[src/sv/rhw_pkg.sv]
// Shared types, constants and tables for the rolling hash winnowing block.
`timescale 1ns / 1ps

package rhw_pkg;

    localparam int unsigned MAX_KGRAM   = 64;
    localparam int unsigned MAX_WINDOW  = 64;
    localparam int unsigned MAX_LINE    = 4096;
    localparam int unsigned KIDX_W      = $clog2(MAX_KGRAM);
    localparam int unsigned WIDX_W      = $clog2(MAX_WINDOW);
    localparam int unsigned POS_W       = $clog2(MAX_LINE);
    localparam int unsigned LINE_W      = POS_W + 1;
    localparam int unsigned LCNT_W      = 16;
    localparam int unsigned BYTE_W      = 8;
    localparam int unsigned HASH_W      = 7;
    localparam int unsigned CFG_W       = 7;
    localparam int unsigned CFG_INDEX_W = 4;

    localparam int unsigned HASH_BASE    = 256;
    localparam int unsigned HASH_MOD     = 101;
    localparam int unsigned BASE_RESIDUE = HASH_BASE % HASH_MOD;
    localparam int unsigned SUM_W        = 15;
    localparam int unsigned RECIP_SHIFT  = 20;
    localparam int unsigned RECIP        = (2 ** RECIP_SHIFT) / HASH_MOD;
    localparam int unsigned RECIP_W      = 14;
    localparam int unsigned PROD_W       = SUM_W + RECIP_W;
    localparam int unsigned QUOT_W       = PROD_W - RECIP_SHIFT;
    localparam int unsigned REM_W        = 8;

    localparam logic [CFG_W-1:0] DEFAULT_KGRAM  = CFG_W'(5);
    localparam logic [CFG_W-1:0] DEFAULT_WINDOW = CFG_W'(4);

    localparam logic [CFG_INDEX_W-1:0] CFG_KGRAM_LENGTH = CFG_INDEX_W'(0);
    localparam logic [CFG_INDEX_W-1:0] CFG_WINDOW_SIZE  = CFG_INDEX_W'(1);

    typedef struct packed {
        logic [BYTE_W-1:0] text_byte;
        logic              line_end;
    } in_item_t;

    typedef struct packed {
        logic [HASH_W-1:0] fingerprint;
        logic [POS_W-1:0]  gram_position;
        logic [LCNT_W-1:0] line_number;
    } out_item_t;

    typedef struct packed {
        logic              start;
        logic              clear;
        logic [BYTE_W-1:0] text_byte;
        logic [POS_W-1:0]  pos;
        logic [CFG_W-1:0]  kgram;
        logic [HASH_W-1:0] neg_weight;
    } hash_req_t;

    typedef struct packed {
        logic              done;
        logic [HASH_W-1:0] hash;
    } hash_rsp_t;

    typedef struct packed {
        logic              start;
        logic [POS_W-1:0]  first;
        logic [POS_W-1:0]  last;
        logic              wr_en;
        logic [WIDX_W-1:0] wr_addr;
        logic [HASH_W-1:0] wr_data;
    } scan_req_t;

    typedef struct packed {
        logic              done;
        logic [HASH_W-1:0] min_hash;
        logic [POS_W-1:0]  min_pos;
    } scan_rsp_t;

    // entry i: (-256^(i+1)) mod 101, the weight of the byte leaving a k-gram of i+1 bytes
    typedef logic [HASH_W-1:0] weight_table_t [MAX_KGRAM];

    function automatic weight_table_t build_neg_weights();
        weight_table_t t;
        int unsigned p;
        p = 1;
        for (int i = 0; i < MAX_KGRAM; i++) begin
            p = (p * HASH_BASE) % HASH_MOD;
            t[i] = HASH_W'((HASH_MOD - p) % HASH_MOD);
        end
        return t;
    endfunction

    localparam weight_table_t NEG_WEIGHT = build_neg_weights();

    function automatic logic [CFG_W-1:0] clamp_size(input logic [CFG_W-1:0] v,
                                                   input int unsigned top);
        logic [CFG_W-1:0] r;
        if (v == '0) begin
            r = CFG_W'(1);
        end else if (32'(v) > top) begin
            r = CFG_W'(top);
        end else begin
            r = v;
        end
        return r;
    endfunction

endpackage

[src/sv/rhw_hash.sv]
// Rolling hash unit: byte ring and a three-step modulo-101 reduction.
`timescale 1ns / 1ps

module rhw_hash (
    input  logic              aclk,
    input  logic              aresetn,
    input  rhw_pkg::hash_req_t req,
    output rhw_pkg::hash_rsp_t rsp
);

    typedef enum logic [3:0] {
        PH_IDLE = 4'b0001,
        PH_SUM  = 4'b0010,
        PH_QUOT = 4'b0100,
        PH_REM  = 4'b1000
    } phase_t;

    phase_t phase_reg, phase_next;

    logic [rhw_pkg::BYTE_W-1:0] byte_ring [rhw_pkg::MAX_KGRAM];

    logic [rhw_pkg::BYTE_W-1:0] byte_reg;
    logic [rhw_pkg::BYTE_W-1:0] old_reg;
    logic                       use_old_reg;
    logic [rhw_pkg::SUM_W-1:0]  sum_reg;
    logic [rhw_pkg::QUOT_W-1:0] quot_reg;
    logic [rhw_pkg::HASH_W-1:0] hash_reg, hash_next;

    logic [rhw_pkg::KIDX_W-1:0] rd_addr;
    logic [rhw_pkg::SUM_W-1:0]  roll_term;
    logic [rhw_pkg::SUM_W-1:0]  old_term;
    logic [rhw_pkg::SUM_W-1:0]  sum_calc;
    logic [rhw_pkg::PROD_W-1:0] prod;
    logic [rhw_pkg::SUM_W-1:0]  back;
    logic [rhw_pkg::SUM_W-1:0]  diff;
    logic [rhw_pkg::REM_W-1:0]  rem;
    logic [rhw_pkg::HASH_W-1:0] hash_calc;

    assign rd_addr = req.pos[rhw_pkg::KIDX_W-1:0] - req.kgram[rhw_pkg::KIDX_W-1:0];

    // rh*256 + b - old*256^k, all mod 101
    assign roll_term = rhw_pkg::SUM_W'(hash_reg) * rhw_pkg::SUM_W'(rhw_pkg::BASE_RESIDUE);
    assign old_term  = use_old_reg ?
                       rhw_pkg::SUM_W'(old_reg) * rhw_pkg::SUM_W'(req.neg_weight) : '0;
    assign sum_calc  = roll_term + rhw_pkg::SUM_W'(byte_reg) + old_term;

    assign prod = rhw_pkg::PROD_W'(sum_reg) * rhw_pkg::PROD_W'(rhw_pkg::RECIP);

    assign back = rhw_pkg::SUM_W'(quot_reg) * rhw_pkg::SUM_W'(rhw_pkg::HASH_MOD);
    assign diff = sum_reg - back;
    assign rem  = diff[rhw_pkg::REM_W-1:0];
    assign hash_calc = (32'(rem) >= rhw_pkg::HASH_MOD) ?
                       rhw_pkg::HASH_W'(rem - rhw_pkg::REM_W'(rhw_pkg::HASH_MOD)) :
                       rhw_pkg::HASH_W'(rem);

    always_comb begin
        phase_next = phase_reg;
        hash_next  = hash_reg;
        unique case (phase_reg)
            PH_IDLE: begin
                if (req.start) begin
                    phase_next = PH_SUM;
                end
            end
            PH_SUM:  phase_next = PH_QUOT;
            PH_QUOT: phase_next = PH_REM;
            PH_REM: begin
                phase_next = PH_IDLE;
                hash_next  = hash_calc;
            end
            default: phase_next = PH_IDLE;
        endcase
        if (req.clear) begin
            hash_next = '0;
        end
    end

    always_ff @(posedge aclk) begin
        if (!aresetn) begin
            phase_reg <= PH_IDLE;
            hash_reg  <= '0;
        end else begin
            phase_reg <= phase_next;
            hash_reg  <= hash_next;
        end
    end

    always_ff @(posedge aclk) begin
        if (req.start) begin
            byte_ring[req.pos[rhw_pkg::KIDX_W-1:0]] <= req.text_byte;
            old_reg     <= byte_ring[rd_addr];
            byte_reg    <= req.text_byte;
            use_old_reg <= req.pos >= rhw_pkg::POS_W'(req.kgram);
        end
        if (phase_reg == PH_SUM) begin
            sum_reg <= sum_calc;
        end
        if (phase_reg == PH_QUOT) begin
            quot_reg <= prod[rhw_pkg::PROD_W-1:rhw_pkg::RECIP_SHIFT];
        end
    end

    assign rsp.done = (phase_reg == PH_REM);
    assign rsp.hash = hash_reg;

`ifndef ASSERT_OFF
    a_start_idle: assert property (@(posedge aclk) disable iff (!aresetn)
        req.start |-> phase_reg == PH_IDLE)
        else $error("hash start while busy");
`endif

endmodule

[src/sv/rhw_scan.sv]
// Hash ring and shared compare unit: rightmost minimum over a range, one entry a cycle.
`timescale 1ns / 1ps

module rhw_scan (
    input  logic              aclk,
    input  logic              aresetn,
    input  rhw_pkg::scan_req_t req,
    output rhw_pkg::scan_rsp_t rsp
);

    typedef enum logic [2:0] {
        SC_IDLE = 3'b001,
        SC_RUN  = 3'b010,
        SC_TAIL = 3'b100
    } scan_state_t;

    scan_state_t state_reg, state_next;

    logic [rhw_pkg::HASH_W-1:0] hash_ring [rhw_pkg::MAX_WINDOW];

    logic [rhw_pkg::POS_W-1:0]  cursor_reg, cursor_next;
    logic [rhw_pkg::POS_W-1:0]  last_reg, last_next;
    logic [rhw_pkg::POS_W-1:0]  rd_pos_reg;
    logic [rhw_pkg::HASH_W-1:0] rd_data_reg;
    logic                       rd_valid_reg;
    logic                       first_reg, first_next;
    logic                       done_reg, done_next;
    logic [rhw_pkg::HASH_W-1:0] min_reg, min_next;
    logic [rhw_pkg::POS_W-1:0]  min_pos_reg, min_pos_next;
    logic                       take;

    assign take = rd_valid_reg && (first_reg || (rd_data_reg <= min_reg));

    always_comb begin
        state_next   = state_reg;
        cursor_next  = cursor_reg;
        last_next    = last_reg;
        first_next   = first_reg;
        done_next    = 1'b0;
        min_next     = min_reg;
        min_pos_next = min_pos_reg;
        if (take) begin
            min_next     = rd_data_reg;
            min_pos_next = rd_pos_reg;
            first_next   = 1'b0;
        end
        unique case (state_reg)
            SC_IDLE: begin
                if (req.start) begin
                    state_next  = SC_RUN;
                    cursor_next = req.first;
                    last_next   = req.last;
                    first_next  = 1'b1;
                end
            end
            SC_RUN: begin
                cursor_next = cursor_reg + 1'b1;
                if (cursor_reg == last_reg) begin
                    state_next = SC_TAIL;
                end
            end
            SC_TAIL: begin
                state_next = SC_IDLE;
                done_next  = 1'b1;
            end
            default: state_next = SC_IDLE;
        endcase
    end

    always_ff @(posedge aclk) begin
        if (!aresetn) begin
            state_reg    <= SC_IDLE;
            rd_valid_reg <= 1'b0;
            done_reg     <= 1'b0;
            first_reg    <= 1'b0;
        end else begin
            state_reg    <= state_next;
            rd_valid_reg <= (state_reg == SC_RUN);
            done_reg     <= done_next;
            first_reg    <= first_next;
        end
    end

    always_ff @(posedge aclk) begin
        cursor_reg  <= cursor_next;
        last_reg    <= last_next;
        min_reg     <= min_next;
        min_pos_reg <= min_pos_next;
        rd_pos_reg  <= cursor_reg;
        rd_data_reg <= hash_ring[cursor_reg[rhw_pkg::WIDX_W-1:0]];
        if (req.wr_en) begin
            hash_ring[req.wr_addr] <= req.wr_data;
        end
    end

    assign rsp.done     = done_reg;
    assign rsp.min_hash = min_reg;
    assign rsp.min_pos  = min_pos_reg;

`ifndef ASSERT_OFF
    a_start_idle: assert property (@(posedge aclk) disable iff (!aresetn)
        req.start |-> state_reg == SC_IDLE)
        else $error("scan start while busy");

    a_done_drained: assert property (@(posedge aclk) disable iff (!aresetn)
        done_reg |-> !rd_valid_reg && state_reg == SC_IDLE)
        else $error("scan done with a read in flight");
`endif

endmodule

[src/sv/rolling_hash_winnowing_top.sv]
// Rolling hash winnowing top level: sequencer, configuration, line state, output register.
// After a byte transfer within the line limit, s_ready stays low through the hash and decide
// states; a result adds the emit state, which waits out any output back-pressure, a rescan
// adds the scan state, and a line end adds the finish state. m_valid is set from the emit
// state through the output register. Synchronous active-low reset clears control state
// and sets kgram_length 5, window_size 4; the byte and hash rings need no clearing pass.
`timescale 1ns / 1ps

module rolling_hash_winnowing_top (
    input  logic                                aclk,
    input  logic                                aresetn,
    input  logic                                s_valid,
    output logic                                s_ready,
    input  rhw_pkg::in_item_t                   s_data,
    output logic                                m_valid,
    input  logic                                m_ready,
    output rhw_pkg::out_item_t                  m_data,
    input  logic                                cfg_valid,
    output logic                                cfg_ready,
    input  logic [rhw_pkg::CFG_INDEX_W-1:0]     cfg_index,
    input  logic [rhw_pkg::CFG_W-1:0]           cfg_data
);

    typedef enum logic [5:0] {
        ST_IDLE   = 6'b000001,
        ST_HASH   = 6'b000010,
        ST_DECIDE = 6'b000100,
        ST_SCAN   = 6'b001000,
        ST_EMIT   = 6'b010000,
        ST_FINISH = 6'b100000
    } state_t;

    state_t state_reg, state_next;

    logic [rhw_pkg::CFG_W-1:0]  kgram_reg, kgram_next;
    logic [rhw_pkg::CFG_W-1:0]  window_reg, window_next;
    logic [rhw_pkg::HASH_W-1:0] negw_reg, negw_next;
    logic [rhw_pkg::LINE_W-1:0] bil_reg, bil_next;
    logic [rhw_pkg::LCNT_W-1:0] lines_reg, lines_next;
    logic [rhw_pkg::HASH_W-1:0] min_hash_reg, min_hash_next;
    logic [rhw_pkg::POS_W-1:0]  min_pos_reg, min_pos_next;
    logic [rhw_pkg::POS_W-1:0]  pos_reg, pos_next;
    logic                       last_reg, last_next;
    logic                       out_valid_reg, out_valid_next;
    rhw_pkg::out_item_t         out_data_reg, out_data_next;

    rhw_pkg::hash_req_t hash_req;
    rhw_pkg::hash_rsp_t hash_rsp;
    rhw_pkg::scan_req_t scan_req;
    rhw_pkg::scan_rsp_t scan_rsp;

    logic                       in_xfer;
    logic                       in_use;
    logic [rhw_pkg::CFG_W-1:0]  kc;
    logic [rhw_pkg::CFG_W-1:0]  wc;
    logic [rhw_pkg::CFG_W-1:0]  cfg_k;
    logic [rhw_pkg::LINE_W-1:0] pos_inc;
    logic [rhw_pkg::LINE_W-1:0] g_ext;
    logic [rhw_pkg::LINE_W-1:0] gp1;
    logic [rhw_pkg::LINE_W-1:0] lo_ext;
    logic [rhw_pkg::POS_W-1:0]  g;
    logic [rhw_pkg::POS_W-1:0]  lo;
    logic                       have_gram;
    logic                       out_free;

    assign kc    = rhw_pkg::clamp_size(kgram_reg, rhw_pkg::MAX_KGRAM);
    assign wc    = rhw_pkg::clamp_size(window_reg, rhw_pkg::MAX_WINDOW);
    assign cfg_k = rhw_pkg::clamp_size(cfg_data, rhw_pkg::MAX_KGRAM);

    assign s_ready   = (state_reg == ST_IDLE);
    // register writes only between bytes
    assign cfg_ready = (state_reg == ST_IDLE) && !s_valid;
    assign in_xfer   = s_valid && s_ready;
    assign in_use    = (32'(bil_reg) < rhw_pkg::MAX_LINE);

    assign pos_inc   = rhw_pkg::LINE_W'(pos_reg) + 1'b1;
    assign have_gram = pos_inc >= rhw_pkg::LINE_W'(kc);
    assign g_ext     = pos_inc - rhw_pkg::LINE_W'(kc);
    assign g         = g_ext[rhw_pkg::POS_W-1:0];
    assign gp1       = g_ext + 1'b1;
    assign lo_ext    = gp1 - rhw_pkg::LINE_W'(wc);
    assign lo        = lo_ext[rhw_pkg::POS_W-1:0];
    assign out_free  = !out_valid_reg || m_ready;

    always_comb begin
        hash_req.start      = in_xfer && in_use;
        hash_req.clear      = (state_reg == ST_FINISH);
        hash_req.text_byte  = s_data.text_byte;
        hash_req.pos        = bil_reg[rhw_pkg::POS_W-1:0];
        hash_req.kgram      = kc;
        hash_req.neg_weight = negw_reg;
    end

    rhw_hash u_hash (
        .aclk    (aclk),
        .aresetn (aresetn),
        .req     (hash_req),
        .rsp     (hash_rsp)
    );

    rhw_scan u_scan (
        .aclk    (aclk),
        .aresetn (aresetn),
        .req     (scan_req),
        .rsp     (scan_rsp)
    );

    always_comb begin
        state_next     = state_reg;
        kgram_next     = kgram_reg;
        window_next    = window_reg;
        negw_next      = negw_reg;
        bil_next       = bil_reg;
        lines_next     = lines_reg;
        min_hash_next  = min_hash_reg;
        min_pos_next   = min_pos_reg;
        pos_next       = pos_reg;
        last_next      = last_reg;
        out_valid_next = out_valid_reg;
        out_data_next  = out_data_reg;

        scan_req.start   = 1'b0;
        scan_req.first   = '0;
        scan_req.last    = g;
        scan_req.wr_en   = 1'b0;
        scan_req.wr_addr = g[rhw_pkg::WIDX_W-1:0];
        scan_req.wr_data = hash_rsp.hash;

        if (out_valid_reg && m_ready) begin
            out_valid_next = 1'b0;
        end

        if (cfg_valid && cfg_ready) begin
            if (cfg_index == rhw_pkg::CFG_KGRAM_LENGTH) begin
                kgram_next = cfg_data;
                negw_next  = rhw_pkg::NEG_WEIGHT[rhw_pkg::KIDX_W'(cfg_k - 1'b1)];
            end else if (cfg_index == rhw_pkg::CFG_WINDOW_SIZE) begin
                window_next = cfg_data;
            end
        end

        unique case (state_reg)
            ST_IDLE: begin
                if (in_xfer) begin
                    last_next = s_data.line_end;
                    if (in_use) begin
                        pos_next   = bil_reg[rhw_pkg::POS_W-1:0];
                        bil_next   = bil_reg + 1'b1;
                        state_next = ST_HASH;
                    end else if (s_data.line_end) begin
                        state_next = ST_FINISH;
                    end
                end
            end
            ST_HASH: begin
                if (hash_rsp.done) begin
                    state_next = ST_DECIDE;
                end
            end
            ST_DECIDE: begin
                state_next = last_reg ? ST_FINISH : ST_IDLE;
                if (have_gram) begin
                    scan_req.wr_en = 1'b1;
                    if (gp1 == rhw_pkg::LINE_W'(wc)) begin
                        scan_req.start = 1'b1;
                        state_next     = ST_SCAN;
                    end else if (gp1 > rhw_pkg::LINE_W'(wc)) begin
                        if (min_pos_reg < lo) begin
                            scan_req.start = 1'b1;
                            scan_req.first = lo;
                            state_next     = ST_SCAN;
                        end else if (hash_rsp.hash <= min_hash_reg) begin
                            min_hash_next = hash_rsp.hash;
                            min_pos_next  = g;
                            state_next    = ST_EMIT;
                        end
                    end else if (last_reg) begin
                        // short line: partial window closes at line end
                        scan_req.start = 1'b1;
                        state_next     = ST_SCAN;
                    end
                end
            end
            ST_SCAN: begin
                if (scan_rsp.done) begin
                    min_hash_next = scan_rsp.min_hash;
                    min_pos_next  = scan_rsp.min_pos;
                    state_next    = ST_EMIT;
                end
            end
            ST_EMIT: begin
                if (out_free) begin
                    out_valid_next              = 1'b1;
                    out_data_next.fingerprint   = min_hash_reg;
                    out_data_next.gram_position = min_pos_reg;
                    out_data_next.line_number   = lines_reg;
                    state_next                  = last_reg ? ST_FINISH : ST_IDLE;
                end
            end
            ST_FINISH: begin
                bil_next = '0;
                if (lines_reg != '1) begin
                    lines_next = lines_reg + 1'b1;
                end
                state_next = ST_IDLE;
            end
            default: state_next = ST_IDLE;
        endcase
    end

    always_ff @(posedge aclk) begin
        if (!aresetn) begin
            state_reg     <= ST_IDLE;
            kgram_reg     <= rhw_pkg::DEFAULT_KGRAM;
            window_reg    <= rhw_pkg::DEFAULT_WINDOW;
            negw_reg      <= rhw_pkg::NEG_WEIGHT[rhw_pkg::KIDX_W'(rhw_pkg::DEFAULT_KGRAM - 1'b1)];
            bil_reg       <= '0;
            lines_reg     <= '0;
            min_hash_reg  <= '0;
            min_pos_reg   <= '0;
            out_valid_reg <= 1'b0;
        end else begin
            state_reg     <= state_next;
            kgram_reg     <= kgram_next;
            window_reg    <= window_next;
            negw_reg      <= negw_next;
            bil_reg       <= bil_next;
            lines_reg     <= lines_next;
            min_hash_reg  <= min_hash_next;
            min_pos_reg   <= min_pos_next;
            out_valid_reg <= out_valid_next;
        end
    end

    always_ff @(posedge aclk) begin
        pos_reg      <= pos_next;
        last_reg     <= last_next;
        out_data_reg <= out_data_next;
    end

    assign m_valid = out_valid_reg;
    assign m_data  = out_data_reg;

`ifndef ASSERT_OFF
    a_busy_after_byte: assert property (@(posedge aclk) disable iff (!aresetn)
        (in_xfer && in_use) |=> !s_ready)
        else $error("ready right after a byte transfer");

    a_hash_done_state: assert property (@(posedge aclk) disable iff (!aresetn)
        hash_rsp.done |-> state_reg == ST_HASH)
        else $error("hash done outside hash wait");

    a_line_bound: assert property (@(posedge aclk) disable iff (!aresetn)
        32'(bil_reg) <= rhw_pkg::MAX_LINE)
        else $error("line byte count overflow");
`endif

endmodule

[config.mk]
export PLATFORM = sky130hd
export DESIGN_NAME = rolling_hash_winnowing_top
export DESIGN_NICKNAME = d
export VERILOG_FILES = /design/src/sv/rhw_pkg.sv /design/src/sv/rhw_hash.sv /design/src/sv/rhw_scan.sv /design/src/sv/rolling_hash_winnowing_top.sv
export SDC_FILE = /design/constraint.sdc
export NUM_CORES = 2
export LEC_CHECK = 0
export ABC_AREA = 1
export BUFFER_PORTS_ARGS = -buffer_cell sky130_fd_sc_hd__buf_2
export CAP_MARGIN = 5
export CORE_AREA = 8 8 415 417
export CTS_CLUSTER_SIZE = 12
export DETAILED_ROUTE_END_ITERATION = 16
export DIE_AREA = 0 0 423 425
export PLACE_DENSITY = 0.56
export SYNTH_ARGS = -nofsm -noshare
export SYNTH_HDL_FRONTEND = slang
export SYNTH_SLANG_ARGS = --single-unit
[constraint.sdc]
create_clock -name aclk -period 16.51 [get_ports aclk]
set_input_delay 1.651 -clock aclk [delete_from_list [all_inputs] [get_ports aclk]]
set_output_delay 1.651 -clock aclk [all_outputs]
set_load 0.03 [all_outputs]
==> results.toml <==
[sta]
rsz0062_at_grt = "no"
setup_viol_count_final = 0
skew_ns = 0.0321
period_share_pct = 38.7
max_freq_ghz = 0.157
slew_headroom_pct = 22.7
report.final.slew_viol_count = 0
period_needed_ns = 6.38
fin_hold_ws_ns = 0.398
tightest_slew_ns = 1.15
timing_hold_violations_final = 0
worst_slack_ns = 10.13
tns_ns = 0

[power_and_ir_drop]
powerDensity_nw_per_um2 = 114
switching_share_pct = 28.0
power_switching_mw = 2.06
pwr-share-comb_pct = 16.7
p_leak_nw = 22.7
p_int_mw = 5.30
power_frac_seq_pct = 45.8
clkPwrFrac_pct = 37.5
peakVddDrop_uv = 94.2
finalPower_mw = 7.36

[worst_setup_path]
endpoint_kind = "register"
r2r_end = "u_scan.cursor_reg[6]$_DFFE_PP_"
cp_max_fo = 13
r2r_cells = 29
worstSetupPathType = "register to register"
critPathRequiredTime_ns = 16.88
cp_slowest_cell = "fa_1"
ff2ff_setup_slack_ns = 10.13
start_kind = "register"
critical-path-max-stage-delay_ns = 0.76
worstReg2RegStart = "kgram_reg[6]$_SDFFE_PN0P_"
cp.arrival_ns = 6.76
startpoint = "kgram_reg[6]$_SDFFE_PN0P_"
cpMostUsedCell = "nand2_1"
critPathCapture = "u_scan.cursor_reg[6]$_DFFE_PP_"

[logic_synthesis]
synth_cell_types = 59
synth_top_cell_by_area = "edfxtp_1"
synthTopCellsByArea = "edfxtp_1 57%, ha_1 6.4%, nor2_1 5.0%"
synth_top_family_by_area = "simple AND/OR/NAND/NOR gates"
synth_edf_count = 1091
synth-xor-area-share_pct = 1.59
yosysMostFrequentCell = "edfxtp_1"
synth_compound_area_share_pct = 10.6
syn_inst = 5132
netlist.area_leader.share_pct = 56.8
syn-cell-area_um2 = 57700
synth_fa_ha_area_share_pct = 9.26
synthesis.nets = 5535
avgSynthCellArea_um2 = 11.2
ys_warn_count = 0
synth_ff_type = "edfxtp_1"
yosys_register_bits = 1203
yosysSeqAreaShare_pct = 60.7
synth-simple-area-share_pct = 12.2
synth_commonest_cells = "1091 x edfxtp_1, 767 x nor2_1, 563 x nand2_1"
async_reset_ff_share_pct = 0
synth.area.mux_share_pct = 1.11

[route]
drc = 0
finalWirelength_um = 147000
via_count = 38300
via_per_inst = 5.14
drt_iter0_markers = 2896
drt_pass1_iterations = 7
avgRoutedWirePerCell_um = 19.8
ant_nets = 0

[flow_run]
cap_violations = 0

[floorplanning]
ios = 63
die_w_um = 423
die_height_um = 425
start_util_pct = 34.8
floorplan.die_area_um2 = 180000
fp-row-count = 150
coreArea_um2 = 166000

[clock_tree]
hold_buffers = 0
cts_max_level = 4
insertion_delay_ns = 0.74
cts.sinks = 1203
cts_made_buffers = 132
path_clk_slew_ns = 0.06
tritoncts = "done"
cts_setup_buffers = 0
clockBufferDepth = 3
cts-resized-gates = 0
cts_root_buf = "clkbuf_16"

[run_status]
status = "completed"

[finish]
syn_to_final_growth_pct = 11.5
largest_reg_flops = 512
drive_gt1_share_pct = 6.75
nNetsFinal = 5551
multiInputGateArea_um2 = 20200
fill_cells = 16100
antenna_cells = 0
seq_area_um2 = 35000
finalNonFillerCells = 7449

[place]
dp_cells = 7218
place.gp.congestion = 0.856
hpwl_um = 91100
dp_slack_ns = 10.14
port_buffers = 62

[worst_hold_path]
hold_path_class = "register to register"

[global_routing]
grt_overflow = 0
grt_pass1_wl_um = 225000
grt_max_degree = 229
antenna_found_initial = 1
grt_pass1_vias = 37300
track_usage_pct = 15.9
## through the flow
| stage | instance area, um^2 | utilization [%] |
|---|---|---|
| after floorplan | 57700 | - |
| after global placement | 60300 | 36.4 |
| after detailed placement | 60300 | 36.4 |
| after CTS | 64300 | 38.8 |
| after global routing | 64300 | 38.8 |
| final | 64300 | 38.8 |
## cell usage in the layout, fill, tap and decap left out, types with 36 or more instances in the layout
cell / instances
a21oi_1: 170
buf_2: 62
buf_4: 47
clkbuf_1: 42
clkbuf_16: 138
dfxtp_1: 105
edfxtp_1: 1091
fa_1: 80
ha_1: 296
inv_1: 434
mux2i_1: 64
nand2_1: 563
nand3_1: 211
nand4_1: 39
nor2_1: 765
nor3_1: 36
o21ai_0: 471
o221ai_1: 110
o22ai_1: 69
o32ai_1: 70
xnor2_1: 42
xor2_1: 58
## power by group through the flow
| stage | registers [mW] | logic [mW] | clock network (mW) |
|---|---|---|---|
| 5_1_grt | 3.37 | 1.38 | 2.93 |
| 6_report | 3.37 | 1.23 | 2.76 |
| 3_5_place_dp | 3.43 | 1.23 | 0 |
| 2_1_floorplan | 3.42 | 0.865 | 0 |
| 4_1_cts | 3.37 | 1.24 | 2.81 |
| 3_3_place_gp | 3.43 | 1.22 | 0 |
## worst min-delay path by stage
| stage | startpoint | endpoint | slack [ns] | cells past startpoint |
|---|---|---|---|---|
| 5_1_grt | u_scan.rd_pos_reg[0]$_DFF_P_ | u_scan.min_pos_reg[0]$_DFFE_PP_ | 0.41 | 0 |
| 3_5_place_dp | u_scan.rd_pos_reg[10]$_DFF_P_ | u_scan.min_pos_reg[10]$_DFFE_PP_ | 0.39 | 0 |
| 3_3_place_gp | u_scan.rd_pos_reg[4]$_DFF_P_ | u_scan.min_pos_reg[4]$_DFFE_PP_ | 0.39 | 0 |
| 2_1_floorplan | u_scan.cursor_reg[2]$_DFFE_PP_ | u_scan.rd_pos_reg[2]$_DFF_P_ | 0.35 | 0 |
| 6_report | u_scan.rd_pos_reg[10]$_DFF_P_ | u_scan.min_pos_reg[10]$_DFFE_PP_ | 0.40 | 0 |
| 4_1_cts | u_scan.rd_pos_reg[10]$_DFF_P_ | u_scan.min_pos_reg[10]$_DFFE_PP_ | 0.40 | 0 |
## final cells by class
cell class / instances / area share (%)
Inverter: 450 / 2.64
Tap cell: 2204 / 4.29
Clock inverter: 48 / 0.516
Clock buffer: 183 / 5.68
Sequential cell: 1203 / 54.4
Multi-Input combinational cell: 3250 / 31.3
Timing Repair Buffer: 111 / 1.09
## metal layers
layer  vias up  share of wire (%)  global-route usage, %
li1      18300                  -                      -
met4         0                3.0                   5.22
met5         -                  0                      0
met2      1041                 46                   25.7
met3       249                5.8                   2.62
met1     18600                 45                   21.8
## kinds of logic (layout without fill, tap and decap cells)
kind of cell | count (synthesis) | after routing
and+or+nand+nor | 1692 | 1692
xor gates and xnor gates | 104 | 104
DFF | 1203 | 1203
adders and majority gates | 378 | 378
AOI/OAI and AO/OA | 1012 | 1012
buffers and inverters | 679 | 792
muxes | 64 | 64
## worst max-delay path: cells and delay by family, from the launching register on
kind	cells	cell delay, ns
simple gates	12	1.96
fa+ha+maj	4	1.66
compound gates	7	1.33
buf+inv	4	0.39
xor+xnor	2	0.36
flops	1	0.33
No activity file was read; power rests on OpenSTA's default activity.
